<file path="src/design/tmvr_pkg.sv">
// shared types, constants and codes of the tile map view renderer
`timescale 1ns / 1ps

package tmvr_pkg;

   // default sizes of the map store and render limit
   localparam int DEF_MAX_ROWS  = 64;
   localparam int DEF_MAX_COLS  = 64;
   localparam int DEF_TILE_BITS = 10;
   localparam int DEF_MAX_EMIT  = 64;

   // fixed field widths
   localparam int CAM_W      = 16;
   localparam int COORD_W    = 14;
   localparam int SRC_TOP_W  = 18;
   localparam int SRC_RGT_W  = 15;
   localparam int SRC_BOT_W  = 19;
   localparam int SIZE_W     = 9;
   localparam int COUNT_W    = 7;
   localparam int CSR_IDX_W  = 3;
   localparam int CSR_DATA_W = 9;

   // shared divider and multiplier widths
   localparam int DIV_W   = 16;
   localparam int DVS_W   = 9;
   localparam int MUL_A_W = 9;
   localparam int MUL_B_W = 16;
   localparam int MUL_W   = MUL_A_W + MUL_B_W;

   // register reset values and saturation limits
   localparam logic [SIZE_W-1:0]  TILE_SIZE_RST  = 9'd16;
   localparam logic [COUNT_W-1:0] MAP_COUNT_RST  = 7'd64;
   localparam logic [COUNT_W-1:0] SHEET_COLS_RST = 7'd8;
   localparam logic [SIZE_W-1:0]  TILE_SIZE_MAX  = 9'd256;
   localparam logic [SIZE_W-1:0]  SHEET_COLS_MAX = 9'd64;

   // transaction kinds
   localparam logic REQ_LOAD   = 1'b0;
   localparam logic REQ_RENDER = 1'b1;

   // camera edge slots
   localparam logic [1:0] EDGE_LEFT   = 2'd0;
   localparam logic [1:0] EDGE_TOP    = 2'd1;
   localparam logic [1:0] EDGE_RIGHT  = 2'd2;
   localparam logic [1:0] EDGE_BOTTOM = 2'd3;

   typedef enum logic [CSR_IDX_W-1:0] {
      REG_TILE_WIDTH  = 3'd0,
      REG_TILE_HEIGHT = 3'd1,
      REG_MAP_ROWS    = 3'd2,
      REG_MAP_COLS    = 3'd3,
      REG_SHEET_COLS  = 3'd4
   } csr_index_type;

   typedef struct packed {
      logic                    req_type;
      logic [5:0]              load_row;
      logic [5:0]              load_col;
      logic [9:0]              tile_value;
      logic signed [CAM_W-1:0] cam_left;
      logic signed [CAM_W-1:0] cam_top;
      logic signed [CAM_W-1:0] cam_right;
      logic signed [CAM_W-1:0] cam_bottom;
   } tmvr_req_type;

   typedef struct packed {
      logic [COORD_W-1:0]   x_world;
      logic [COORD_W-1:0]   y_world;
      logic [COORD_W-1:0]   src_left;
      logic [SRC_TOP_W-1:0] src_top;
      logic [SRC_RGT_W-1:0] src_right;
      logic [SRC_BOT_W-1:0] src_bottom;
      logic                 last;
      logic                 truncated;
   } tmvr_rsp_type;

   typedef enum logic [3:0] {
      ST_IDLE,
      ST_EDGE_GO,
      ST_EDGE_WAIT,
      ST_CLIP,
      ST_CHECK,
      ST_SETUP,
      ST_XSET,
      ST_YSET,
      ST_READ,
      ST_TILE_GO,
      ST_TILE_WAIT,
      ST_MUL_L,
      ST_MUL_T,
      ST_EMIT
   } ctrl_state_type;

   typedef enum logic [2:0] {
      MUL_NONE,
      MUL_TOTAL,
      MUL_XBASE,
      MUL_YBASE,
      MUL_SL,
      MUL_ST
   } mul_op_type;

   typedef struct packed {
      logic       load_wr;
      logic       cap;
      logic       edge_go;
      logic       edge_save;
      logic [1:0] edge_idx;
      logic       clip;
      mul_op_type mul_op;
      logic       setup;
      logic       x_init;
      logic       y_init;
      logic       rd;
      logic       tile_go;
      logic       sl_save;
      logic       emit;
   } ctrl_cmd_type;

   typedef struct packed {
      logic div_done;
      logic empty;
      logic last;
   } dp_status_type;

endpackage

</file>
<file path="src/design/tmvr_ctrl.sv">
// sequencing state machine of the renderer
`timescale 1ns / 1ps

module tmvr_ctrl
   import tmvr_pkg::*;
(
   input  logic          clock,
   input  logic          reset,
   input  logic          start,
   input  logic          req_kind,
   input  dp_status_type status,
   output ctrl_cmd_type  cmd,
   output logic          busy
);

   ctrl_state_type state_ff, state_in;
   logic [1:0]     edge_ff, edge_in;

   always_ff @(posedge clock) begin
      if (reset) begin
         state_ff <= ST_IDLE;
         edge_ff  <= EDGE_LEFT;
      end else begin
         state_ff <= state_in;
         edge_ff  <= edge_in;
      end
   end

   always_comb begin
      state_in     = state_ff;
      edge_in      = edge_ff;
      cmd          = '0;
      cmd.mul_op   = MUL_NONE;
      cmd.edge_idx = edge_ff;
      case (state_ff)
         ST_IDLE: begin
            if (start) begin
               if (req_kind == REQ_RENDER) begin
                  cmd.cap  = 1'b1;
                  edge_in  = EDGE_LEFT;
                  state_in = ST_EDGE_GO;
               end else begin
                  cmd.load_wr = 1'b1;
               end
            end
         end
         ST_EDGE_GO: begin
            cmd.edge_go = 1'b1;
            state_in    = ST_EDGE_WAIT;
         end
         ST_EDGE_WAIT: begin
            if (status.div_done) begin
               cmd.edge_save = 1'b1;
               if (edge_ff == EDGE_BOTTOM) begin
                  state_in = ST_CLIP;
               end else begin
                  edge_in  = edge_ff + 2'd1;
                  state_in = ST_EDGE_GO;
               end
            end
         end
         ST_CLIP: begin
            cmd.clip = 1'b1;
            state_in = ST_CHECK;
         end
         ST_CHECK: begin
            if (status.empty) begin
               state_in = ST_IDLE;
            end else begin
               cmd.mul_op = MUL_TOTAL;
               state_in   = ST_SETUP;
            end
         end
         ST_SETUP: begin
            cmd.setup  = 1'b1;
            cmd.mul_op = MUL_XBASE;
            state_in   = ST_XSET;
         end
         ST_XSET: begin
            cmd.x_init = 1'b1;
            cmd.mul_op = MUL_YBASE;
            state_in   = ST_YSET;
         end
         ST_YSET: begin
            cmd.y_init = 1'b1;
            state_in   = ST_READ;
         end
         ST_READ: begin
            cmd.rd   = 1'b1;
            state_in = ST_TILE_GO;
         end
         ST_TILE_GO: begin
            cmd.tile_go = 1'b1;
            state_in    = ST_TILE_WAIT;
         end
         ST_TILE_WAIT: begin
            if (status.div_done) begin
               state_in = ST_MUL_L;
            end
         end
         ST_MUL_L: begin
            cmd.mul_op = MUL_SL;
            state_in   = ST_MUL_T;
         end
         ST_MUL_T: begin
            cmd.sl_save = 1'b1;
            cmd.mul_op  = MUL_ST;
            state_in    = ST_EMIT;
         end
         ST_EMIT: begin
            cmd.emit = 1'b1;
            state_in = status.last ? ST_IDLE : ST_READ;
         end
         default: begin
            state_in = ST_IDLE;
         end
      endcase
   end

   assign busy = (state_ff != ST_IDLE);

endmodule

</file>
<file path="config.mk">
export PLATFORM = sky130hd
export DESIGN_NAME = tmvr_ctrl
export DESIGN_NICKNAME = d
export VERILOG_FILES = /design/src/design/tmvr_pkg.sv /design/src/design/tmvr_ctrl.sv
export SDC_FILE = /design/constraint.sdc
export NUM_CORES = 1
export LEC_CHECK = 0
export BUFFER_PORTS_ARGS = -buffer_cell sky130_fd_sc_hd__buf_4
export CAP_MARGIN = 0
export CORE_AREA = 2 2 39 41
export DETAILED_ROUTE_END_ITERATION = 16
export DIE_AREA = 0 0 41 43
export MAX_ROUTING_LAYER = met4
export PLACE_DENSITY = 0.73
export RECOVER_POWER = 25
export SETUP_SLACK_MARGIN = 0.4
export SLEW_MARGIN = 25
export SYNTH_ARGS = -nofsm -noshare
export SYNTH_HDL_FRONTEND = slang
export SYNTH_SLANG_ARGS = --single-unit
</file>
<file path="constraint.sdc">
create_clock -name clock -period 1.7 [get_ports clock]
set_clock_uncertainty 0.1 [all_clocks]
set_input_delay 0.085 -clock clock [delete_from_list [all_inputs] [get_ports clock]]
set_output_delay 0.085 -clock clock [all_outputs]
set_load 0.01 [all_outputs]
</file>
Word level (Yosys, flattened, before mapping)
Index checks and enable logic that the tools add are counted.
{ "word_totals": {"register_bits": 6, "out_inout_bits": 18} }
{ "op_classes": {"addsub": 1, "n_eq_ne": 19, "mux": 30, "reduce_logical": 5} }
{ "ops": {"columns": ["operator", "count"], "rows": [
  ["case mux 4 bit (14 select lines)", 1],
  ["== test 4 bit (second input constant)", 6],
  ["two-way mux 4 bit", 5],
  ["== test 4 x 3 -> 1 bit (second input constant)", 4],
  ["case mux 3 bit (5 select lines)", 1],
  ["two-way mux 1 bit", 14],
  ["two-way mux 2 bit", 7],
  ["inequality test 2 bit (second input constant)", 5],
  ["== test 4 x 2 -> 1 bit (second input constant)", 2],
  ["AND reduction 5 bit", 1],
  ["== test 4 x 1 -> 1 bit (second input constant)", 1],
  ["logical NOT 4 bit", 1],
  ["case mux 2 bit (2 select lines)", 1],
  ["AND reduction 4 bit", 1],
  ["nonzero test 4 bit", 1],
  ["two-way mux 3 bit", 1],
  ["adder 2 x 1 -> 2 bit (second input constant)", 1],
  ["== test 2 bit (second input constant)", 1],
  ["nonzero test 2 bit", 1]
]} }

Logic depth before layout (Yosys ltp)
{ "depth": {"depth_word": 4, "mapped_depth": 5} }

Worst setup path before layout
No wires, ideal clock.
{ "synth_timing": {"path_type": "register to register", "start": "register state_ff[0]", "end": "register edge_ff[0]", "setup_time_ns": 0.072, "t_arrival_ns": 1.224, "path_slack_ns": 0.304, "path_stages_with_launch": 5, "n_path_buf": 1, "cell_sequence": "dfxtp_1 -> buf_6 -> or3_1 -> a221oi_2 -> mux2i_1"} }
{ "synth_via": {"elab_chain_len": 3, "word_cells_on_any_way": 9, "cone_classes": "eq/ne (5); mux (1); reduce/logical (3)"} }
{ "synth_rtl": {"columns": ["element", "line", "source"], "rows": [
  ["start: declaration", "tmvr_ctrl.sv:16", "ctrl_state_type state_ff, state_in;"],
  ["start signal: assignment", "tmvr_ctrl.sv:24", "state_ff <= state_in;"],
  ["== test 4 x 2 -> 1 bit or logical NOT 4 bit (tied branches)", "tmvr_ctrl.sv:35", "case (state_ff)"],
  ["inequality test 2 bit (no line) or nonzero test 2 bit (tied branches)", null, null],
  ["AND reduction 5 bit (no line)", null, null],
  ["end signal: assignment", "tmvr_ctrl.sv:25", "edge_ff <= edge_in;"],
  ["end: declaration", "tmvr_ctrl.sv:17", "logic [1:0] edge_ff, edge_in;"]
]} }
Parallel ways exist; a longest one is shown, timed or not.
A chain may end at the register's enable or synchronous reset.

==> flow_summary_export.csv <==
group,metric,value,unit
status,outcome,"completed",
cts,clk_pin_slew,50,ps
critical_path,r2r_setup_slack,260,ps
sta,tns,0,ps
grt,grt_pass1_vias,577,
cts,clock_path_buffers,2,
power_and_ir_drop,p_comb_share,38.2,%
route,drt_pre_antenna_iters,4,
floorplan,ioPinCount,25,
synthesis,netlist_instances,73,
grt,antenna_found_initial,0,
route,vias,657,
power_and_ir_drop,switching_power,144.2,µW
cts,clock_latency,250,ps
synthesis,netlist_top_cells_count,"nand2_1 (7), dfxtp_1 (6), nand2b_1 (6), nor2_1 (6), nor3_1 (5)",
synthesis,synth.largest_area_cell,"dfxtp_1",
synthesis,yosys-top-cells-area,"dfxtp_1 (21%), nand2b_1 (6.5%), buf_6 (5.8%)",
finish,fin_area,959.7,µm²
route,drtIter0Drc,9,
critical_path,worstPathCellList,"nor4_4, and3_1, buf_4",
sta,tightestPinTransition,324.4,ps
place,post-dp-hpwl,951.8,µm
synthesis,yosys.cell_types.count,31,
route,wl_per_cell,13.14,µm
cts,clock-sinks,6,
critical_path,worstPathRequired,1510,ps
sta,rsz0062_at_grt,"true",
power_and_ir_drop,report.power.total,468.6,µW
sta,finalCritPeriodShare,88.41,%
route,final_antenna_net_count,0,
grt,grt_pass1_wl,2.594,mm
power_and_ir_drop,pwr_density_cell,488.3,mW/mm²
critical_path,cp_slowest_cell,"nor4_4",
power_and_ir_drop,clkPwrFrac,28.4,%
floorplan,dieArea,0.001763,mm²
synthesis,yosysSeqAreaShare,20.78,%
grt,grt_use_total,22.12,%
finish,area_delta_synth_final,66.02,%
synthesis,ys.warnings.count,0,
run,cap_violations,0,
critical_path,rr_worst_depth,4,
route,drt-total-wl,1.643,mm
sta,finalSetupViolCount,0,
critical_path,worstSetupEndpointType,"primary output",
cts,cts_root_buf,"clkbuf_4",
synthesis,synth_most_common_cell,"nand2_1",
sta,hold_viol,0,
min_path,hp-class,"input pin to flop",
critical_path,cpPeakStageDelay,370,ps
sta,finalCriticalPeriod,1503,ps
place,gp_congestion,0.7562,
synthesis,ys.flop_type,"dfxtp_1",
power_and_ir_drop,swShare,30.77,%
sta,fmax,665.3,MHz
floorplan,rows,14,
floorplan,fp.dieH,43,µm
grt,grt_overflow_total,0,
cts,cts-htree-levels,1,
cts,cts_tree,"built",
critical_path,arrival,1320,ps
finish,nets,119,
route,drc,0,
sta,drv_slew,0,
synthesis,synth-edff-count,0,
synthesis,synth_top_area_share,20.78,%
critical_path,worstSetupPathType,"flop to primary output",
critical_path,crit_fanout,6,
power_and_ir_drop,p_seq_share,33.4,%
floorplan,start_util,41.77,%
critical_path,start_kind,"flop",
sta,slew_headroom,78.21,%
power_and_ir_drop,cell_internal_pwr,324.4,µW
finish,n_antenna_cell,0,
min_path,worstHoldPathCells,4,
place,dpl_cell_area,747.0,µm²
finish,drive_gt1_share,50.46,%
power_and_ir_drop,vdd_drop_max,0.5330,mV
synthesis,ys_async_sr_fraction,0,%
grt,grt_max_degree,21,
synthesis,syn-num-nets,81,
synthesis,netlist_area,578.1,µm²
floorplan,die_w,41,µm
floorplan,core_area,0.001384,mm²
place,io_buffers,24,
synthesis,syn_avg_cell_area,7.919,µm²
power_and_ir_drop,power_leakage,0.0004366,µW
synthesis,synth-seq-cells,6,
cts,cts-buffers-inserted,3,
route,viasPerCell,5.256,
## through the flow
| step | std cells | worst slack, ps | util, % | hold slack, ps |
|---|---|---|---|---|
| 2_1_floorplan | 73 | 304.2 | - | 46.65 |
| 3_3_place_gp | 108 | 146.6 | 53.98 | 220.2 |
| 3_5_place_dp | 108 | 120.8 | 53.98 | 215.6 |
| 4_1_cts | 124 | 216.0 | 68.35 | 62.37 |
| 5_1_grt | 125 | 104.8 | 69.35 | 65.31 |
| 6_report | 125 | 197.0 | 69.35 | 54.04 |
## final timing paths
check                                         startpoint                       end
worst min register to register   edge_ff[1]$_SDFFE_PP0P_   edge_ff[1]$_SDFFE_PP0P_
worst max register to register  state_ff[2]$_SDFFE_PP0P_   edge_ff[1]$_SDFFE_PP0P_
worst min-delay path                           status[2]  state_ff[1]$_SDFFE_PP0P_
worst max-delay path            state_ff[1]$_SDFFE_PP0P_                   cmd[15]
## timing repair
item / 4_1_cts / 5_1_grt
setup endpoints to repair: 22 / 22
hold endpoints to repair: 2 / 0
pin swaps: 6 / 6
resized for setup: 21 / 5
buffers inserted: 12 / 1
hold buffers: 1 / 0
cloned: 0 / 0
## flip-flops by register name (all words and copies together) (netlist names)
register / flops
state_ff: 4
edge_ff: 2
## critical path, delay by kind of cell, from the launching register on
kind | cells | cell delay, ps
buffers and inverters | 1 | 120
DFF | 1 | 360
and+or+nand+nor | 2 | 580
## power groups by stage
stage          logic (µW)  clock network, µW  registers, µW
2_1_floorplan         101                  0            153
6_report              179                133            156
4_1_cts               173                136            156
5_1_grt               192                149            158
3_3_place_gp          122                  0            167
3_5_place_dp          122                  0            168
## routing by layer
layer / vias up / global-route usage [%] / routed length, µm
li1: 336 / - / -
met1: 306 / 27.33 / 672
met2: 15 / 32.81 / 883
met3: 0 / 10.47 / 86
met4: 0 / 3.333 / 0
met5: - / - / 0
## final cells by class
class	count	area [µm²]
multi-input cells	58	452.9
fillers	122	424.2
repair buffers	40	321.6
flip-flops and latches	6	135.1
clock buffers	3	22.52
well taps	16	20.02
inverters	2	7.507
## cell usage in the layout (no fill, tap or decap), drive strengths merged, types with 2 or more instances in the layout
master / n
buf: 36
nor4b: 2
nor3: 5
mux2i: 2
inv: 2
nor2: 6
and3: 2
nor3b: 2
nand2b: 6
dfxtp: 6
nor2b: 2
nand3b: 3
a221oi: 2
o21ai: 4
nand2: 7
clkbuf: 6
and2: 2
## cells by family after synthesis
kind of cell	share of synthesized area, %
fa+ha+maj	2.164
simple gates	43.07
flops	20.78
mux	3.463
compound gates	18.40
buf+inv	10.61
xor+xnor	1.515
Note: power is estimated with default switching activity, not from simulation.
